$ cat src/design/tapc_pkg.sv
package tapc_pkg;

  localparam int MAX_NODES     = 1024;
  localparam int ALPHABET_SIZE = 26;
  localparam int MAX_WORD_LEN  = 256;

  localparam int ACTION_W = 3;
  localparam int LETTER_W = 5;
  localparam int PRESS_W  = 9;
  localparam int STATUS_W = 2;

  localparam int IN_TDATA_W  = ((ACTION_W + LETTER_W + 7) / 8) * 8;
  localparam int OUT_TDATA_W = ((PRESS_W + STATUS_W + 7) / 8) * 8;

  localparam int NODE_W     = $clog2(MAX_NODES);
  localparam int USED_W     = $clog2(MAX_NODES + 1);
  localparam int ALPHA_W    = $clog2(ALPHABET_SIZE);
  localparam int CNT_W      = $clog2(ALPHABET_SIZE + 1);
  localparam int POS_W      = $clog2(MAX_WORD_LEN + 1);
  localparam int LINK_DEPTH = MAX_NODES * ALPHABET_SIZE;
  localparam int LINK_AW    = $clog2(LINK_DEPTH);
  localparam int PARENT_W   = NODE_W + ALPHA_W;
  localparam int INFO_W     = CNT_W + 1;

  localparam logic [PRESS_W-1:0] TALLY_MAX = '1;

  localparam logic [ACTION_W-1:0] ACT_INS_LETTER = 3'd0;
  localparam logic [ACTION_W-1:0] ACT_INS_END    = 3'd1;
  localparam logic [ACTION_W-1:0] ACT_QRY_LETTER = 3'd2;
  localparam logic [ACTION_W-1:0] ACT_QRY_END    = 3'd3;
  localparam logic [ACTION_W-1:0] ACT_CLEAR      = 3'd4;

  localparam logic [STATUS_W-1:0] ST_OK   = 2'd0;
  localparam logic [STATUS_W-1:0] ST_FULL = 2'd1;
  localparam logic [STATUS_W-1:0] ST_MISS = 2'd2;

  typedef struct packed {
    logic capture;
    logic sweep;
    logic decide;
    logic zero;
  } cmd_t;

  typedef struct packed {
    logic sweep_last;
    logic needs_zero;
  } sts_t;

endpackage

$ cat src/design/tapc_ctrl.sv
module tapc_ctrl (
  input  logic          clk_i,
  input  logic          rst_ni,
  input  logic          s_tvalid_i,
  output logic          s_tready_o,
  output logic          m_tvalid_o,
  input  logic          m_tready_i,
  input  tapc_pkg::sts_t sts_i,
  output tapc_pkg::cmd_t cmd_o
);

  typedef enum logic [2:0] {
    ST_INIT,
    ST_IDLE,
    ST_CHECK,
    ST_DECIDE,
    ST_ZERO
  } state_e;

  state_e state_q;
  logic   ready_q;
  logic   out_valid_q;
  logic   out_free;

  assign out_free = !out_valid_q || m_tready_i;

  always_comb begin
    cmd_o = '0;
    case (state_q)
      ST_INIT:   cmd_o.sweep   = 1'b1;
      ST_IDLE:   cmd_o.capture = s_tvalid_i && ready_q;
      ST_DECIDE: cmd_o.decide  = out_free;
      ST_ZERO:   cmd_o.zero    = 1'b1;
      default:   cmd_o = '0;
    endcase
  end

  always_ff @(posedge clk_i or negedge rst_ni) begin
    if (!rst_ni) begin
      state_q     <= ST_INIT;
      ready_q     <= 1'b0;
      out_valid_q <= 1'b0;
    end else begin
      if (cmd_o.decide) begin
        out_valid_q <= 1'b1;
      end else if (m_tready_i) begin
        out_valid_q <= 1'b0;
      end
      case (state_q)
        ST_INIT: begin
          if (sts_i.sweep_last) begin
            state_q <= ST_ZERO;
          end
        end
        ST_IDLE: begin
          if (cmd_o.capture) begin
            state_q <= ST_CHECK;
            ready_q <= 1'b0;
          end
        end
        ST_CHECK: begin
          state_q <= ST_DECIDE;
        end
        ST_DECIDE: begin
          if (cmd_o.decide) begin
            if (sts_i.needs_zero) begin
              state_q <= ST_ZERO;
            end else begin
              state_q <= ST_IDLE;
              ready_q <= 1'b1;
            end
          end
        end
        ST_ZERO: begin
          state_q <= ST_IDLE;
          ready_q <= 1'b1;
        end
        default: begin
          state_q <= ST_INIT;
          ready_q <= 1'b0;
        end
      endcase
    end
  end

  assign s_tready_o = ready_q;
  assign m_tvalid_o = out_valid_q;

  a_capture_blocks: assert property (@(posedge clk_i) disable iff (!rst_ni)
    cmd_o.capture |=> !ready_q && state_q == ST_CHECK)
    else $error("input accepted while an item is in progress");

  a_cmd_exclusive: assert property (@(posedge clk_i) disable iff (!rst_ni)
    $onehot0(cmd_o))
    else $error("more than one datapath command at once");

  a_result_held: assert property (@(posedge clk_i) disable iff (!rst_ni)
    state_q == ST_DECIDE && !out_free |=> state_q == ST_DECIDE && out_valid_q)
    else $error("result committed while output slot is occupied");

endmodule

$ cat config.mk
export PLATFORM = sky130hd
export DESIGN_NAME = tapc_ctrl
export DESIGN_NICKNAME = d
export VERILOG_FILES = /design/src/design/tapc_pkg.sv /design/src/design/tapc_ctrl.sv
export SDC_FILE = /design/constraint.sdc
export NUM_CORES = 1
export LEC_CHECK = 0
export BUFFER_PORTS_ARGS = -buffer_cell sky130_fd_sc_hd__clkbuf_2
export CAP_MARGIN = 20
export CORE_AREA = 2 2 39 41
export DETAILED_ROUTE_END_ITERATION = 6
export DIE_AREA = 0 0 41 43
export GPL_TIMING_DRIVEN = 0
export SKIP_CTS_REPAIR_TIMING = 1
export SYNTH_ARGS = -nofsm -noshare
export SYNTH_HDL_FRONTEND = slang
export SYNTH_SLANG_ARGS = --single-unit
$ cat constraint.sdc
create_clock -name clk_i -period 2.5 [get_ports clk_i]
set_input_delay 0.25 -clock clk_i [delete_from_list [all_inputs] [get_ports clk_i]]
set_output_delay 0.25 -clock clk_i [all_outputs]
set_load 0.01 [all_outputs]
==> out/summary.md, run 1 <==
The run finished with clean final reports. The detail route stage leaves a number of antenna-violating nets equal to 0. The count of cells along the worst register-to-register path works out to 4. After synthesis the netlist holds a flip-flop and latch count of 5. The layout cell share with drive strength beyond 1 is 41.2%. For the first-pass GRT wire length, the log shows 1.21 mm.

The pre-antenna-repair detailed-routing pass consisted of 2 iterations. Entering global routing, the biggest net connects 11 pins. In this run the count of I/O pins placed on the die edge is 12. The logs give 0 for the max-capacitance violation count and 14 for the row count. The initial utilization of the core area, before any placement, comes to 22.2%.

The post-route minimum period came out at 1380 ps. Dividing the detail-routed wire length by the instance count gives 10.2 µm. For the number of antenna violations at the first check in global routing, the log shows 0. The floorplan step defined a core boundary enclosing 1380 µm². Summing every instance area after synthesis gives 308 µm².

For this run, design rule violations remaining after detail routing come to 0. The post-synthesis sequential area ratio was 40.7%; the fill cell total of the finished layout was 152. After global routing the overflow that remains totals 0. After synthesis, the cell types taking the most area are sky130_fd_sc_hd__dfrtp_1 (41%), sky130_fd_sc_hd__a21oi_1 (6.5%), sky130_fd_sc_hd__nand3b_4 (6.5%). The area of the die was 1760 µm²; the cell area reported after detailed placement was 383 µm².

The first routing iteration left 2 violations. In this run the tightest slew margin relative to its limit is 85.8%. In this run the register-to-register setup slack is 1510 ps. The overall power was 549 µW. The clock transition at the registers of the reported paths was 50 ps; the cell area after layout was 419 µm².

The per-instance average area after synthesis is 8.79 µm², and the peak supply drop is 0.405 mV. For the net count after synthesis, the log shows 41. The worst setup path is of the reg -> out kind.

For the final weighted congestion of routability-driven global placement, the log shows 0.778. Setup repair after global routing left no endpoint under its margin. The share of synthesized area in the top cell type comes to 40.7%.

The endpoint arrival time on the critical path is 1130 ps. In this run the most used layer during global routing was met1. The critical register-to-register path startpoint is state_q[1]. Global routing used 13.7% of the available met1 tracks.

In this run the most critical hold path is launched from sts_i[1]. The critical path starts at state_q[1]. Counting along the longest clock path gives a buffer depth of 2.

TritonCTS built the clock tree. The repair_antennas step left the layout with diodes totalling 0. The min-delay analysis places its worst path in the category in -> reg. The endpoint identified for the worst register-to-register timing path is s_tready_o. In this run the tool buffered the top-level ports with 11 buffer cells.

Across the whole layout, storage elements account for 125 µm². The number of instances in the synthesized netlist is 35. In the global route stage, met3 resource usage came out at 9.42%. The clock sink count is 5, and the clock latency on the worst-skew pair is 250 ps. After detailed routing, the number of vias per cell comes to 4.63. The die boundary width was 41 µm; the leakage dissipation was 0.000210 µW. For the via count of the first global-routing pass, the log shows 277. On the final layout, the worst clock skew is 4.75 ps. The worst setup path is captured at an output pin. The tree is rooted in a sky130_fd_sc_hd__clkbuf_4. The transition time at the pin with the least slew margin came out at 214 ps. The floorplan step set the die height to 43 µm. For the H-tree level count, the log shows 1. The setup TNS was 0 ps. Dividing total power by cell area gives a power density of 1310 nW/µm². The multi-input logic area was 149 µm²; the aggregate routed wire length was 686 µm.

The count of pins over their slew limit was 0. The top fanout value on the critical path is 10. The area growth from synthesis to layout is 36.2%. The tools report the capture point of the critical path as cmd_o[3]. STA classifies the critical path startpoint as a flop. The synthesized design spends more area on one cell type than any other, namely sky130_fd_sc_hd__dfrtp_1.

The core utilization of the finished layout was 30.3%. TritonCTS created 3 clock buffers. Portion of the clock cycle consumed by the worst path in the final layout: 55.4%. Detailed routing inserted a total of 310 vias. Data on the critical path is required at its endpoint by 2250 ps. The achievable clock frequency came out at 0.723 GHz. Summed over all nets, the half-perimeter wirelength after detailed placement is 516 µm.

The logs give 0 for the total of warnings raised by yosys and 22 for the count of unique library cells instantiated by Yosys. The tools report the global routing usage summed across all routing layers as 11.2%. Final number of hold-violating endpoints: 0.

The final setup violation count was 0; the met2 routing resource usage after global routing was 13.1%. In the final design database the tool counted 58 nets.
-- metal layers --
layer  share of wire [%]  wire length (µm)
met3                  10                72
met2                  45               309
met1                  42               286
met4                 2.6                18
met5                   0                 0
-- area by class of cell --
| type | instances | area share [%] |
|---|---|---|
| plain buffers | 2 | 4.48 |
| clock buffers | 4 | 6.27 |
| inverters | 4 | 3.58 |
| multi-input cells | 24 | 35.5 |
| flip-flops and latches | 5 | 29.9 |
| well taps | 16 | 4.78 |
| repair buffers | 12 | 15.5 |
-- cell usage after synthesis (all sizes together) --
cell	count
a21oi	4
a41oi	1
and2	1
and3	1
buf	2
clkinv	1
dfrtp	5
inv	3
nand2	3
nand2b	1
nand3b	1
nand4	1
nor2	4
nor3	2
o2111ai	1
o211ai	1
o21a	1
o21ai	2
-- kinds of logic after synthesis --
kind of cell	after synthesis	share of synthesized area (%)
simple gates	14	28.1
compound gates	10	20.3
buf+inv	6	11.0
flops	5	40.7
-- worst min path at each step --
stage / end / slack [ps] / depth (start not counted)
finish: state_q[2] / 230 / 3
global route: state_q[2] / 230 / 3
CTS: state_q[1] / -190 / 1
detailed placement: state_q[1] / 80 / 1
global placement: m_tvalid_o / 80 / 1
floorplan: m_tvalid_o / -50 / 0
-- placed cells by master, fill, tap and decap left out --
cell type,instances
sky130_fd_sc_hd__a21oi_1,4
sky130_fd_sc_hd__a41oi_1,1
sky130_fd_sc_hd__clkbuf_2,11
sky130_fd_sc_hd__o211ai_1,1
sky130_fd_sc_hd__buf_6,1
sky130_fd_sc_hd__buf_4,1
sky130_fd_sc_hd__clkinv_1,1
sky130_fd_sc_hd__nand4_1,1
sky130_fd_sc_hd__and2_4,1
sky130_fd_sc_hd__nor2_2,1
sky130_fd_sc_hd__clkbuf_1,1
sky130_fd_sc_hd__nor3_1,2
sky130_fd_sc_hd__dfrtp_1,5
sky130_fd_sc_hd__nor2_1,3
sky130_fd_sc_hd__clkbuf_4,3
sky130_fd_sc_hd__nand2b_1,1
sky130_fd_sc_hd__and3_1,1
sky130_fd_sc_hd__o21ai_0,1
sky130_fd_sc_hd__nand3b_4,1
sky130_fd_sc_hd__o21a_1,1
sky130_fd_sc_hd__nand2_1,3
sky130_fd_sc_hd__o21ai_1,1
sky130_fd_sc_hd__inv_2,2
sky130_fd_sc_hd__dlygate4sd3_1,1
sky130_fd_sc_hd__o2111ai_1,1
sky130_fd_sc_hd__inv_1,1
-- metrics by stage --
stage	worst slack, ps	hold WS, ps	std cells
2_1_floorplan	1440	-45.6	35
3_3_place_gp	1380	77.6	62
3_5_place_dp	1380	80.1	62
4_1_cts	1100	-191	66
5_1_grt	1020	229	67
6_report	1120	228	67
-- registers in the layout (all words and copies together), names as in the netlist --
| register | count |
|---|---|
| s_tready_o | 1 |
| state_q | 3 |
| m_tvalid_o | 1 |
-- critical path, cell delays in order (launching register included) --
cell                       delay (ps)
sky130_fd_sc_hd__dfrtp_1          370
sky130_fd_sc_hd__buf_6            140
sky130_fd_sc_hd__nand3b_4         160
sky130_fd_sc_hd__nor2_1            90
sky130_fd_sc_hd__clkbuf_2         130
-- power breakdown --
part,leakage [µW],switching [µW],internal (µW)
Clock,0.0000150,36.4,60.6
Combinational,0.000131,164,138
Sequential,0.0000638,28.9,121
(Power assumes the default switching activity.)
==> run 2, diff against run 1 <==
==> constraint.sdc (replaced) <==
create_clock -name clk_i -period 1.1 [get_ports clk_i]
set_input_delay 0.11 -clock clk_i [delete_from_list [all_inputs] [get_ports clk_i]]
set_output_delay 0.11 -clock clk_i [all_outputs]
set_load 0.01 [all_outputs]
==> out/summary.md, run 2 (same netlist as run 1, synthesis figures left out) <==
The run finished, with violations left. The checks that failed: negative setup slack. The maximum root-to-sink buffer count is 2 (unchanged). Critical path capture point type: an output pin. The via count of the first global-routing pass was 277 (unchanged). The maximum number of pins on one net before global-route repair came out at 11 (unchanged). Number of gates on the worst path with buffers counted: 4 (unchanged).

The global routing usage summed across all routing layers was 11.2% (unchanged). For the peak supply drop, the log shows 1.01 mV (+150%). The run gives 498 µm² (+19%) as the cell area after layout.

The top fanout value on the critical path was 9 (-1). For the number of antenna violations at the first check in global routing, the log shows 0 (unchanged). The initial standard-cell utilization of the core was 22.2% (unchanged). The data required time at the worst endpoint was 990 ps (-1260 ps); the cell area reported after detailed placement was 383 µm² (unchanged).

The routed length per instance works out to 11.3 µm (+9.9%). The ratio of total power to cell area came out at 3020 nW/µm² (+130%). Leakage dissipation: 0.000253 µW (+20%). The maximum cell stage delay along the critical path came out at 370 ps (about the same).

The chip height was 43 µm (unchanged); the post-route minimum period was 1240 ps. The top cell types in the final layout, fill and taps aside, are sky130_fd_sc_hd__clkbuf_2 (7), sky130_fd_sc_hd__buf_4 (7), sky130_fd_sc_hd__dfrtp_1 (5). The tools report the aggregate routed wire length as 833 µm (+21%). The number of flip-flops under the largest register name is 3 (unchanged). The area inside the core boundary came out at 1380 µm² (unchanged). The tightest min-delay check is of the in -> reg type. The first-pass GRT wire length is 1.21 mm (unchanged), and the cell depth of the worst hold path is 3 (unchanged). The area of the die is 1760 µm² (unchanged), and the remaining global-route overflow is 0 (unchanged). TritonCTS built the clock tree. The critical path goes through buf_6, nand3b_4, nor2_2, buf_2. The register with the most flip-flops in the final layout is state_q. The run gives 1130 ps (about the same) as the endpoint arrival time on the critical path.

The antenna diode count is 0 (unchanged), and the portion of the clock cycle consumed by the worst path in the final layout is 113%. The final number of hold-violating endpoints was 0 (unchanged); the layout cell share with drive strength beyond 1 was 56.9% (+16 points). The die boundary width is 41 µm (unchanged).

The final worst slack was -138 ps (-1250 ps). The slowest stage of the critical path belongs to the cell sky130_fd_sc_hd__dfrtp_1. For the residual DRC count, the log shows 0 (unchanged). Transition time at the pin with the least slew margin: 177 ps (-36.6 ps).

The placed wire-length estimate was 516 µm (unchanged). For the number of top-level pins, the log shows 12 (unchanged). The final weighted congestion of routability-driven global placement was 0.778 (unchanged); the core utilization of the finished layout was 36.0% (+5.7 points).

Achievable clock frequency: 0.808 GHz. The clock sink count was 5 (unchanged). The number of buffers added on ports was 11 (unchanged). STA classifies the critical path startpoint as a flop. The tools report the clock latency on the worst-skew pair as 250 ps (about the same).

Critical setup path kind: reg -> out. The final clock skew is 5.45 ps (+0.697 ps). Final setup violation count: 4 (+4).

The count of pins over their slew limit was 0 (unchanged). Worst-case headroom to the max-slew limit: 88.2% (+2.4 points). Among cell families on the critical path, the largest total delay comes from flip-flops. The tools report the number of DRC markers after the initial detailed-route iteration as 7 (+5). The number of CTS-inserted buffers is 3 (unchanged). CTS placed an instance of sky130_fd_sc_hd__clkbuf_4 at the clock tree root. The run gives 150 (-1.3%) as the fill cell total of the finished layout.

The net count reported at finish was 65 (+12%). The clock transition at the registers of the reported paths was 50 ps (about the same). For the via count of the routed design, the log shows 339 (+9.4%). Remaining number of nets flagged by the antenna check after routing: 0 (unchanged). The buffering stage count on the worst path with inverters included is 2 (unchanged). The count of cells along the worst register-to-register path is 5 (+1), and the row count is 14 (unchanged). Compared with the post-synthesis result, the final layout area differs by 61.8%. Setup repair after global routing could not meet its margin everywhere. Average via count per standard cell: 4.58 (-0.99%).

The number of optimization iterations in the first detailed-route pass was 3 (+1); the H-tree level count was 1 (unchanged). The max-capacitance violation count was 0 (unchanged).
==> run 2: power breakdown <==
| group | switching [µW] | internal [µW] | total, µW |
|---|---|---|---|
| clock network | 84.6 | 138 | 222 |
| registers | 82.2 | 275 | 358 |
| logic | 449 | 476 | 925 |
| total | 616 | 890 | 1510 |
==> run 2: worst paths after layout <==
check	from	endpoint	slack, ps
setup / recovery	state_q[1]	cmd_o[3]	-140
setup reg to reg	state_q[0]	state_q[0]	40
min in group asynchronous	rst_ni	state_q[1]	210
hold reg to reg	state_q[2]	state_q[2]	510
hold / removal	sts_i[1]	state_q[2]	90
max in group asynchronous	rst_ni	s_tready_o	740
==> run 2: final cells by class <==
| type | count | area [µm²] | share of cell area [%] |
|---|---|---|---|
| clock buffers | 4 | 26.3 | 5.28 |
| plain buffers | 2 | 22.5 | 4.52 |
| well taps | 16 | 20.0 | 4.02 |
| inverters | 4 | 15.0 | 3.02 |
| flip-flops and latches | 5 | 125 | 25.1 |
| multi-input cells | 24 | 171 | 34.4 |
| repair buffers | 19 | 118 | 23.6 |
==> run 2: through the flow <==
stage | TNS, ps | worst slack, ps | total power [µW] | hold WS [ps] | cells
floorplan | 0 | 132 | 849 | -186 | 35
finish | -357 | -138 | 1510 | 89.9 | 74
global placement | 0 | 121 | 1030 | -62.4 | 62
global route | -619 | -210 | 1630 | 89.2 | 74
CTS | -533 | -164 | 1270 | -331 | 66
detailed placement | 0 | 109 | 1040 | -59.9 | 62
==> run 2: per-layer routing <==
layer,GRT usage (%),up-vias,wire (µm)
met5,0,-,0
met4,6.00,0,18
met2,13.1,10,406
li1,-,170,-
met1,13.7,154,345
met3,9.42,5,62
==> run 2: worst reg2reg max path: stages, from the launching register on <==
cell and delay [ps]:
sky130_fd_sc_hd__dfrtp_1 370, sky130_fd_sc_hd__buf_6 130, sky130_fd_sc_hd__buf_4 140, sky130_fd_sc_hd__inv_2 50, sky130_fd_sc_hd__o211ai_1 90, sky130_fd_sc_hd__and3_1 170
